**config.mk**
```make
export PLATFORM = sky130hd
export DESIGN_NAME = unsorted_key_table_dictionary_unit_flat
export DESIGN_NICKNAME = d
export VERILOG_FILES = /design/src/rtl/ukt_pkg.sv /design/src/rtl/ukt_in_if.sv /design/src/rtl/ukt_out_if.sv /design/src/rtl/ukt_ctrl.sv /design/src/rtl/ukt_datapath.sv /design/src/rtl/unsorted_key_table_dictionary_unit.sv /design/src/flat_wrapper.sv
export SDC_FILE = /design/constraint.sdc
export NUM_CORES = 1
export LEC_CHECK = 0
export BUFFER_PORTS_ARGS = -buffer_cell sky130_fd_sc_hd__buf_2
export CORE_AREA = 2 2 304 306
export CTS_CLUSTER_DIAMETER = 80
export DETAILED_ROUTE_END_ITERATION = 7
export DIE_AREA = 0 0 306 308
export MAX_ROUTING_LAYER = met4
export PLACE_DENSITY = 0.42
export SETUP_SLACK_MARGIN = 0.4
export SLEW_MARGIN = 30
export SYNTH_ARGS = -nofsm -noshare
export SYNTH_HDL_FRONTEND = slang
export SYNTH_SLANG_ARGS = --single-unit
```
**constraint.sdc**
```tcl
create_clock -name clk -period 7.7 [get_ports clk]
set_input_delay 0.385 -clock clk [delete_from_list [all_inputs] [get_ports clk]]
set_output_delay 0.385 -clock clk [all_outputs]
set_load 0.1 [all_outputs]
```
**src/rtl/ukt_pkg.sv**
```systemverilog
package ukt_pkg;

  // table size and derived widths
  localparam int CAPACITY = 16;
  localparam int IDX_W    = $clog2(CAPACITY);
  localparam int CNT_W    = $clog2(CAPACITY + 1);

  // payload widths fixed by the interface
  localparam int ACT_W = 3;
  localparam int KEY_W = 32;
  localparam int ST_W  = 2;
  localparam int EC_W  = 5;

  typedef enum logic [ACT_W-1:0] {
    ACT_INSERT = 3'd0,
    ACT_DELETE = 3'd1,
    ACT_SEARCH = 3'd2,
    ACT_MIN    = 3'd3,
    ACT_MAX    = 3'd4,
    ACT_PRED   = 3'd5,
    ACT_SUCC   = 3'd6
  } action_t;

  typedef enum logic [ST_W-1:0] {
    ST_OK       = 2'd0,
    ST_NOTFOUND = 2'd1,
    ST_FULL     = 2'd2
  } status_t;

  // controller to datapath commands
  typedef struct packed {
    logic start;
    logic issue;
    logic commit;
  } ukt_cmd_t;

  // datapath to controller status
  typedef struct packed {
    logic idx_last;
  } ukt_sts_t;

  // entry count to the 5-bit result field, masked
  function automatic logic [EC_W-1:0] count_to_field(input logic [CNT_W-1:0] c);
    logic [CNT_W+EC_W-1:0] wide;
    wide = {{EC_W{1'b0}}, c};
    return wide[EC_W-1:0];
  endfunction

endpackage

```
**src/rtl/ukt_in_if.sv**
```systemverilog
interface ukt_in_if
  import ukt_pkg::*;
();
  logic                    valid;
  logic                    ready;
  logic [ACT_W-1:0]        action;
  logic signed [KEY_W-1:0] key;

  modport source (output valid, output action, output key, input ready);
  modport sink (input valid, input action, input key, output ready);
endinterface

```
**src/rtl/ukt_out_if.sv**
```systemverilog
interface ukt_out_if
  import ukt_pkg::*;
();
  logic                    valid;
  logic                    ready;
  logic signed [KEY_W-1:0] result_key;
  logic [ST_W-1:0]         status;
  logic [EC_W-1:0]         entry_count;

  modport source (output valid, output result_key, output status, output entry_count,
                  input ready);
  modport sink (input valid, input result_key, input status, input entry_count,
                output ready);
endinterface

```
**src/rtl/ukt_ctrl.sv**
```systemverilog
module ukt_ctrl
  import ukt_pkg::*;
(
  input  logic     clk,
  input  logic     rst_n,
  input  logic     in_valid,
  output logic     in_ready,
  output logic     out_valid,
  input  logic     out_ready,
  input  ukt_sts_t sts,
  output ukt_cmd_t cmd
);

  typedef enum logic [1:0] {
    S_IDLE,
    S_SCAN,
    S_DRAIN,
    S_FINISH
  } state_t;

  state_t state_r;
  logic   out_valid_r;
  logic   out_free;

  assign out_free  = !out_valid_r || out_ready;
  assign in_ready  = (state_r == S_IDLE);
  assign out_valid = out_valid_r;

  // command decode
  always_comb begin
    cmd.start  = (state_r == S_IDLE) && in_valid;
    cmd.issue  = (state_r == S_SCAN);
    cmd.commit = (state_r == S_FINISH) && out_free;
  end

  // state and output valid
  always_ff @(posedge clk) begin
    if (!rst_n) begin
      state_r     <= S_IDLE;
      out_valid_r <= 1'b0;
    end else begin
      if (cmd.commit) begin
        out_valid_r <= 1'b1;
      end else if (out_ready) begin
        out_valid_r <= 1'b0;
      end
      case (state_r)
        S_IDLE: begin
          if (in_valid) state_r <= S_SCAN;
        end
        S_SCAN: begin
          if (sts.idx_last) state_r <= S_DRAIN;
        end
        S_DRAIN: begin
          state_r <= S_FINISH;
        end
        S_FINISH: begin
          if (out_free) state_r <= S_IDLE;
        end
        default: begin
          state_r <= S_IDLE;
        end
      endcase
    end
  end

endmodule

```
**src/rtl/ukt_datapath.sv**
```systemverilog
module ukt_datapath
  import ukt_pkg::*;
(
  input  logic                    clk,
  input  logic                    rst_n,
  input  ukt_cmd_t                cmd,
  output ukt_sts_t                sts,
  input  logic [ACT_W-1:0]        in_action,
  input  logic signed [KEY_W-1:0] in_key,
  output logic signed [KEY_W-1:0] out_result_key,
  output logic [ST_W-1:0]         out_status,
  output logic [EC_W-1:0]         out_entry_count
);

  // key memory, one read port, one write port
  logic signed [KEY_W-1:0] key_mem [CAPACITY];

  logic [CAPACITY-1:0]     valid_r;
  logic [CNT_W-1:0]        count_r;

  action_t                 act_r;
  logic signed [KEY_W-1:0] key_r;
  logic [IDX_W-1:0]        idx_r;

  // read stage
  logic                    rd_vld_r;
  logic                    rd_slot_r;
  logic [IDX_W-1:0]        rd_idx_r;
  logic signed [KEY_W-1:0] rd_data_r;

  // scan accumulators
  logic                    have_r;
  logic signed [KEY_W-1:0] best_r;
  logic                    hit_r;
  logic [IDX_W-1:0]        hit_idx_r;
  logic                    free_r;
  logic [IDX_W-1:0]        free_idx_r;

  logic                    eq_key, lt_key, lt_best, eq_best, take;

  logic signed [KEY_W-1:0] res_nxt;
  status_t                 st_nxt;
  logic [CNT_W-1:0]        count_nxt;
  logic                    do_ins, do_del;

  logic signed [KEY_W-1:0] out_key_r;
  status_t                 out_st_r;
  logic [EC_W-1:0]         out_ec_r;

  assign sts.idx_last = (idx_r == IDX_W'(CAPACITY - 1));

  // request capture and slot counter
  always_ff @(posedge clk) begin
    if (cmd.start) begin
      act_r <= action_t'(in_action);
      key_r <= in_key;
    end
    if (cmd.start) begin
      idx_r <= '0;
    end else if (cmd.issue) begin
      idx_r <= idx_r + IDX_W'(1);
    end
  end

  // memory read and write
  always_ff @(posedge clk) begin
    rd_data_r <= key_mem[idx_r];
    if (do_ins) begin
      key_mem[free_idx_r] <= key_r;
    end
  end

  always_ff @(posedge clk) begin
    if (!rst_n) begin
      rd_vld_r <= 1'b0;
    end else begin
      rd_vld_r <= cmd.issue;
    end
    rd_slot_r <= valid_r[idx_r];
    rd_idx_r  <= idx_r;
  end

  // compare the slot under scan
  always_comb begin
    eq_key  = (rd_data_r == key_r);
    lt_key  = (rd_data_r < key_r);
    eq_best = (rd_data_r == best_r);
    lt_best = (rd_data_r < best_r);
    case (act_r)
      ACT_MIN:  take = !have_r || lt_best;
      ACT_MAX:  take = !have_r || (!lt_best && !eq_best);
      ACT_PRED: take = lt_key && (!have_r || (!lt_best && !eq_best));
      ACT_SUCC: take = !lt_key && !eq_key && (!have_r || lt_best);
      default:  take = 1'b0;
    endcase
  end

  // scan accumulators
  always_ff @(posedge clk) begin
    if (cmd.start) begin
      have_r <= 1'b0;
      hit_r  <= 1'b0;
      free_r <= 1'b0;
    end else if (rd_vld_r) begin
      if (rd_slot_r && take) begin
        have_r <= 1'b1;
        best_r <= rd_data_r;
      end
      if (rd_slot_r && eq_key && !hit_r) begin
        hit_r     <= 1'b1;
        hit_idx_r <= rd_idx_r;
      end
      if (!rd_slot_r && !free_r) begin
        free_r     <= 1'b1;
        free_idx_r <= rd_idx_r;
      end
    end
  end

  // result and table update
  always_comb begin
    res_nxt   = '0;
    st_nxt    = ST_NOTFOUND;
    count_nxt = count_r;
    do_ins    = 1'b0;
    do_del    = 1'b0;
    case (act_r)
      ACT_INSERT: begin
        if (count_r >= CNT_W'(CAPACITY)) begin
          st_nxt = ST_FULL;
        end else if (free_r) begin
          do_ins    = cmd.commit;
          count_nxt = count_r + CNT_W'(1);
          res_nxt   = key_r;
          st_nxt    = ST_OK;
        end
      end
      ACT_DELETE: begin
        if (hit_r) begin
          do_del    = cmd.commit;
          count_nxt = count_r - CNT_W'(1);
          res_nxt   = key_r;
          st_nxt    = ST_OK;
        end
      end
      ACT_SEARCH: begin
        if (hit_r) begin
          res_nxt = key_r;
          st_nxt  = ST_OK;
        end
      end
      ACT_MIN, ACT_MAX, ACT_PRED, ACT_SUCC: begin
        if (have_r) begin
          res_nxt = best_r;
          st_nxt  = ST_OK;
        end
      end
      default: begin
        st_nxt = ST_NOTFOUND;
      end
    endcase
  end

  // valid bits and count
  always_ff @(posedge clk) begin
    if (!rst_n) begin
      valid_r <= '0;
      count_r <= '0;
    end else if (cmd.commit) begin
      count_r <= count_nxt;
      if (do_ins) valid_r[free_idx_r] <= 1'b1;
      if (do_del) valid_r[hit_idx_r]  <= 1'b0;
    end
  end

  // output register
  always_ff @(posedge clk) begin
    if (cmd.commit) begin
      out_key_r <= res_nxt;
      out_st_r  <= st_nxt;
      out_ec_r  <= count_to_field(count_nxt);
    end
  end

  assign out_result_key  = out_key_r;
  assign out_status      = out_st_r;
  assign out_entry_count = out_ec_r;

endmodule

```
**src/rtl/unsorted_key_table_dictionary_unit.sv**
```systemverilog
// Unsorted key table: a multiset of up to CAPACITY signed 32-bit keys with
// insert, delete, search, min, max, predecessor and successor requests. Every
// request walks all CAPACITY slots through the single read port of the key
// memory, one slot per cycle. A request is accepted, its slots are read in
// turn, the last compare is made, and then the table is updated and the
// registered result is loaded, when the output is free to take it. The next
// request is taken in the cycle after the result is loaded, even while that
// result still waits at the output. The table is empty after reset;
// duplicate keys are kept.
module unsorted_key_table_dictionary_unit
  import ukt_pkg::*;
(
  input logic           clk,
  input logic           rst_n,
  ukt_in_if.sink        in_ch,
  ukt_out_if.source     out_ch
);

  ukt_cmd_t cmd;
  ukt_sts_t sts;

  // request sequencing
  ukt_ctrl u_ctrl (
    .clk       (clk),
    .rst_n     (rst_n),
    .in_valid  (in_ch.valid),
    .in_ready  (in_ch.ready),
    .out_valid (out_ch.valid),
    .out_ready (out_ch.ready),
    .sts       (sts),
    .cmd       (cmd)
  );

  // key store, scan compare and result register
  ukt_datapath u_dp (
    .clk             (clk),
    .rst_n           (rst_n),
    .cmd             (cmd),
    .sts             (sts),
    .in_action       (in_ch.action),
    .in_key          (in_ch.key),
    .out_result_key  (out_ch.result_key),
    .out_status      (out_ch.status),
    .out_entry_count (out_ch.entry_count)
  );

endmodule

```
**src/flat_wrapper.sv**
```systemverilog
// flat-port wrapper written by rule: the top's interface ports become plain ports
module unsorted_key_table_dictionary_unit_flat import ukt_pkg::*;
  (clk, rst_n, in_ch_valid, in_ch_action, in_ch_key, in_ch_ready, out_ch_valid, out_ch_result_key, out_ch_status, out_ch_entry_count, out_ch_ready);
  ukt_in_if in_ch_i ();
  ukt_out_if out_ch_i ();
  input logic clk;
  input logic rst_n;
  input wire logic [$bits(in_ch_i.valid)-1:0] in_ch_valid;
  input wire logic [$bits(in_ch_i.action)-1:0] in_ch_action;
  input wire logic [$bits(in_ch_i.key)-1:0] in_ch_key;
  output wire logic [$bits(in_ch_i.ready)-1:0] in_ch_ready;
  output wire logic [$bits(out_ch_i.valid)-1:0] out_ch_valid;
  output wire logic [$bits(out_ch_i.result_key)-1:0] out_ch_result_key;
  output wire logic [$bits(out_ch_i.status)-1:0] out_ch_status;
  output wire logic [$bits(out_ch_i.entry_count)-1:0] out_ch_entry_count;
  input wire logic [$bits(out_ch_i.ready)-1:0] out_ch_ready;
  assign in_ch_i.valid = in_ch_valid;
  assign in_ch_i.action = in_ch_action;
  assign in_ch_i.key = in_ch_key;
  assign in_ch_ready = in_ch_i.ready;
  assign out_ch_valid = out_ch_i.valid;
  assign out_ch_result_key = out_ch_i.result_key;
  assign out_ch_status = out_ch_i.status;
  assign out_ch_entry_count = out_ch_i.entry_count;
  assign out_ch_i.ready = out_ch_ready;
  unsorted_key_table_dictionary_unit u_core (.clk(clk), .rst_n(rst_n), .in_ch(in_ch_i), .out_ch(out_ch_i));
endmodule
```
==> key figures <==
Global routing
  • Antenna violations before repair: 1
  • First-pass GRT wire length: 103.0 mm
  • GRT Util Overall: 15.90%
  • Largest net degree at the start of global routing: 74
  • Final global-route overflow total: 0
  • Vias in the first global route: 14100

Power and ir drop
  • Pleak: 10.59 nW
  • Maximum VDD drop: 0.1959 mV
  • PwrDens: between 300 and 400 nW/um^2

Worst setup path
  • CP startpoint kind: flop
  • FF-to-FF setup slack: 3.70 ns
  • Critical Path Fanout Max: 18
  • Crit path DAT: 4.29 ns
  • Worst Reg-to-Reg Cells: 10
  • Nature of the critical path endpoint: flop
  • Critical Path RT: around 8 ns
  • Crit path kind: flop to flop
  • Worst R2R Start: u_core.u_dp.key_r[14]
  • RR Endpoint: u_core.u_dp.best_r[7]

Routing
  • Post-DRT Antenna Nets: 0
  • Via/cell ratio: 4.854
  • Aggregate routed wire length: 71.87 mm
  • # DRC: 0
  • Routed via count: 13440
  • DRT iter0 DRCs: 1127
  • DRT Pass-1 Iters: 5
  • DR WL/cell: 25.95 um

Floorplanning
  • Die area: 94250 sq um
  • Core Area: just over 90000 sq um
  • Die Wd: 306 um
  • FP Rows: 111
  • Boundary Pins: 80
  • Die height: 308 um
  • Starting Density: around 30%

Hold path
  • WHS Path Cells: 1
  • Min-delay src: in_ch_key[31]
  • HP Class: primary input to flop
  • Hold EP: u_core.u_dp.key_r[31]

Clock network
  • # resized after CTS: 0
  • TritonCTS clock tree: yes
  • CTS Sinks: between 600 and 700
  • Clk slew on worst S/H paths: 0.06 ns
  • H-tree depth: 3
  • CTS max path bufs: 3
  • CTS buffer count: 80
  • Clk_lat worst skew: roughly 0.63 ns
  • Clock root cell: clkbuf_16

Cells and area
  • Area grow syn2layout: 18.85%
  • Register area: 20190 sq um
  • Final #Nets: 1624
  • Multi-input gate area: between 6000 and 7000 sq um
  • Fill count: 8393
  • Fraction of layout cells with a size suffix above 1: 28.08%
  • Final Non-Filler Cells: approximately 2800

Synth
  • Cell taking the most area after synthesis: edfxtp_1
  • Post-Synthesis Cells: between 1000 and 1500
  • Post-Synthesis Mean Instance Area: 20.27 sq um
  • Post-synth top area share: a little over two thirds
  • Flops & latches, synth: roughly 700
  • Mapped cell area: 27100 sq um
  • Syn_nets: 1447
  • Synth cell types: 62
  • Yosys Warn Count: 0
  • Synth async-reset ratio: 0%
  • Number of flops mapped to enable cells by yosys: 626
  • Seq/Total Area, Yosys: 74.45%
  • Top post-synthesis cells by area: edfxtp_1, mux4_2, dfxtp_1
  • Top FF cell, synth: edfxtp_1

STA
  • Final worst path period share: 51.92%
  • Relative slew slack: 36.48%
  • Setup TNS: 0 ns
  • # setup viols final: 0
  • Clk_skew: 0.02047 ns
  • Fmax: 250.1 MHz
  • Min Tclk post-route: 3.998 ns
  • Max-slew violation count: 0
  • Worst-Margin Slew: 0.9529 ns
  • Final Hold Viols: 0
  • RSZ-0062 raised after global routing: no

Place
  • Post-DP HPWL: 41.13 mm
  • IO buf count: 79
  • Placed cell count: between 2000 and 3000
  • RePlAce Congestion: 0.7513

Outcome
  • Run status: complete, no violations

Flow run
  • Max-Cap Viols: 0
[synth_stat cells (26+ instances only)]
master    count
mux4_2      165
nand2_1      31
inv_1        75
nor2_1       37
ha_1         71
a21oi_1      30
clkbuf_1     26
edfxtp_1    626
dfxtp_1      69
a22o_1       33
[routing by layer]
layer / up-vias / global-route usage [%] / share of wire, %
met1: 7169 / 21.51 / 46
met5: - / - / 0
met4: 0 / 4.113 / 1.9
met2: 302 / 25.04 / 47
met3: 102 / 2.597 / 4.3
li1: 5869 / - / -
[flip-flops by register name, indices dropped and copies added, names as in the netlist, 5 cells and up]
register	flops
u_core.u_dp.valid_r	16
u_core.u_dp.rd_data_r	32
u_core.u_dp.out_result_key	32
u_core.u_dp.key_mem	512
u_core.u_dp.out_entry_count	5
u_core.u_dp.key_r	32
u_core.u_dp.best_r	32
u_core.u_dp.count_r	5
[power breakdown]
part	leakage (nW)	internal, mW	switching, mW
combinational	3.03	0.834	1.10
sequential	6.25	4.60	0.407
clock	1.31	2.33	1.52
[cells in the final DEF, fill, tap and decap left out, drive strengths merged, types with 16 or more instances in the layout]
| cell | n |
|---|---|
| edfxtp | 626 |
| mux4 | 165 |
| nor2 | 38 |
| nand2 | 31 |
| dlygate4sd3 | 34 |
| clkbuf | 115 |
| dfxtp | 69 |
| a21oi | 31 |
| o221a | 17 |
| inv | 79 |
| nand3 | 18 |
| a22o | 33 |
| clkinv | 22 |
| ha | 71 |
| buf | 110 |
| nand4 | 16 |
[logic make-up after synthesis]
logic type      Yosys count  synth area share (%)
mux                     169                 13.86
flops                   695                 74.45
simple gates            149                 2.853
fa+ha+maj                72                 3.314
xor+xnor                  8                0.2585
buf+inv                 124                 1.823
compound gates          120                 3.439
[what timing repair did]
item                                   in CTS  in global routing
hold buffers                               34                  0
endpoints found under the hold margin      34                  0
buffers inserted                            0                  0
[how the worst max path moves through the flow]
stage                                        from                endpoint  slack (ns)
after floorplan           u_core.u_ctrl.out_valid  u_core.u_dp.valid_r[0]        3.13
after global placement      u_core.u_dp.key_r[14]   u_core.u_dp.best_r[2]        3.28
after detailed placement    u_core.u_dp.key_r[14]   u_core.u_dp.best_r[2]        3.55
after CTS                   u_core.u_dp.key_r[14]   u_core.u_dp.best_r[7]        3.52
after global routing        u_core.u_dp.key_r[30]   u_core.u_dp.best_r[7]        3.37
final                       u_core.u_dp.key_r[14]   u_core.u_dp.best_r[7]        3.70
[metrics by stage]
| stage | instance area [sq um] | utilization, % | setup WS [ns] | total power, mW | hold slack [ns] |
|---|---|---|---|---|---|
| 3_3_place_gp | 29170 | 32.07 | 3.283 | 7.030 | 0.4128 |
| 3_5_place_dp | 29190 | 32.08 | 3.547 | 7.062 | 0.4127 |
| 2_1_floorplan | 27100 | - | 3.129 | 6.337 | 0.3258 |
| 6_report | 32210 | 35.41 | 3.702 | 10.79 | 0.05789 |
| 5_1_grt | 32210 | 35.41 | 3.370 | 11.30 | 0.02012 |
| 4_1_cts | 32200 | 35.40 | 3.517 | 10.98 | 0.01493 |
[layout make-up]
type | count | area share, %
Multi-Input combinational cell | 518 | 20.45
Tap cell | 1186 | 4.606
Sequential cell | 695 | 62.68
Clock inverter | 34 | 1.095
Clock buffer | 115 | 7.201
Timing Repair Buffer | 144 | 3.080
Antenna cell | 2 | 0.01554
Inverter | 75 | 0.8739
[worst max-delay path, stage by stage (launching register included)]
cell	delay [ns]
edfxtp_1	0.67
inv_1	0.10
ha_1	0.35
nand4_1	0.20
nor4_1	0.61
a21boi_1	0.25
o31a_1	0.27
o311ai_1	0.13
nor3b_2	0.20
o32ai_4	0.49
buf_4	0.38
No activity file was read; power rests on OpenSTA's default activity.
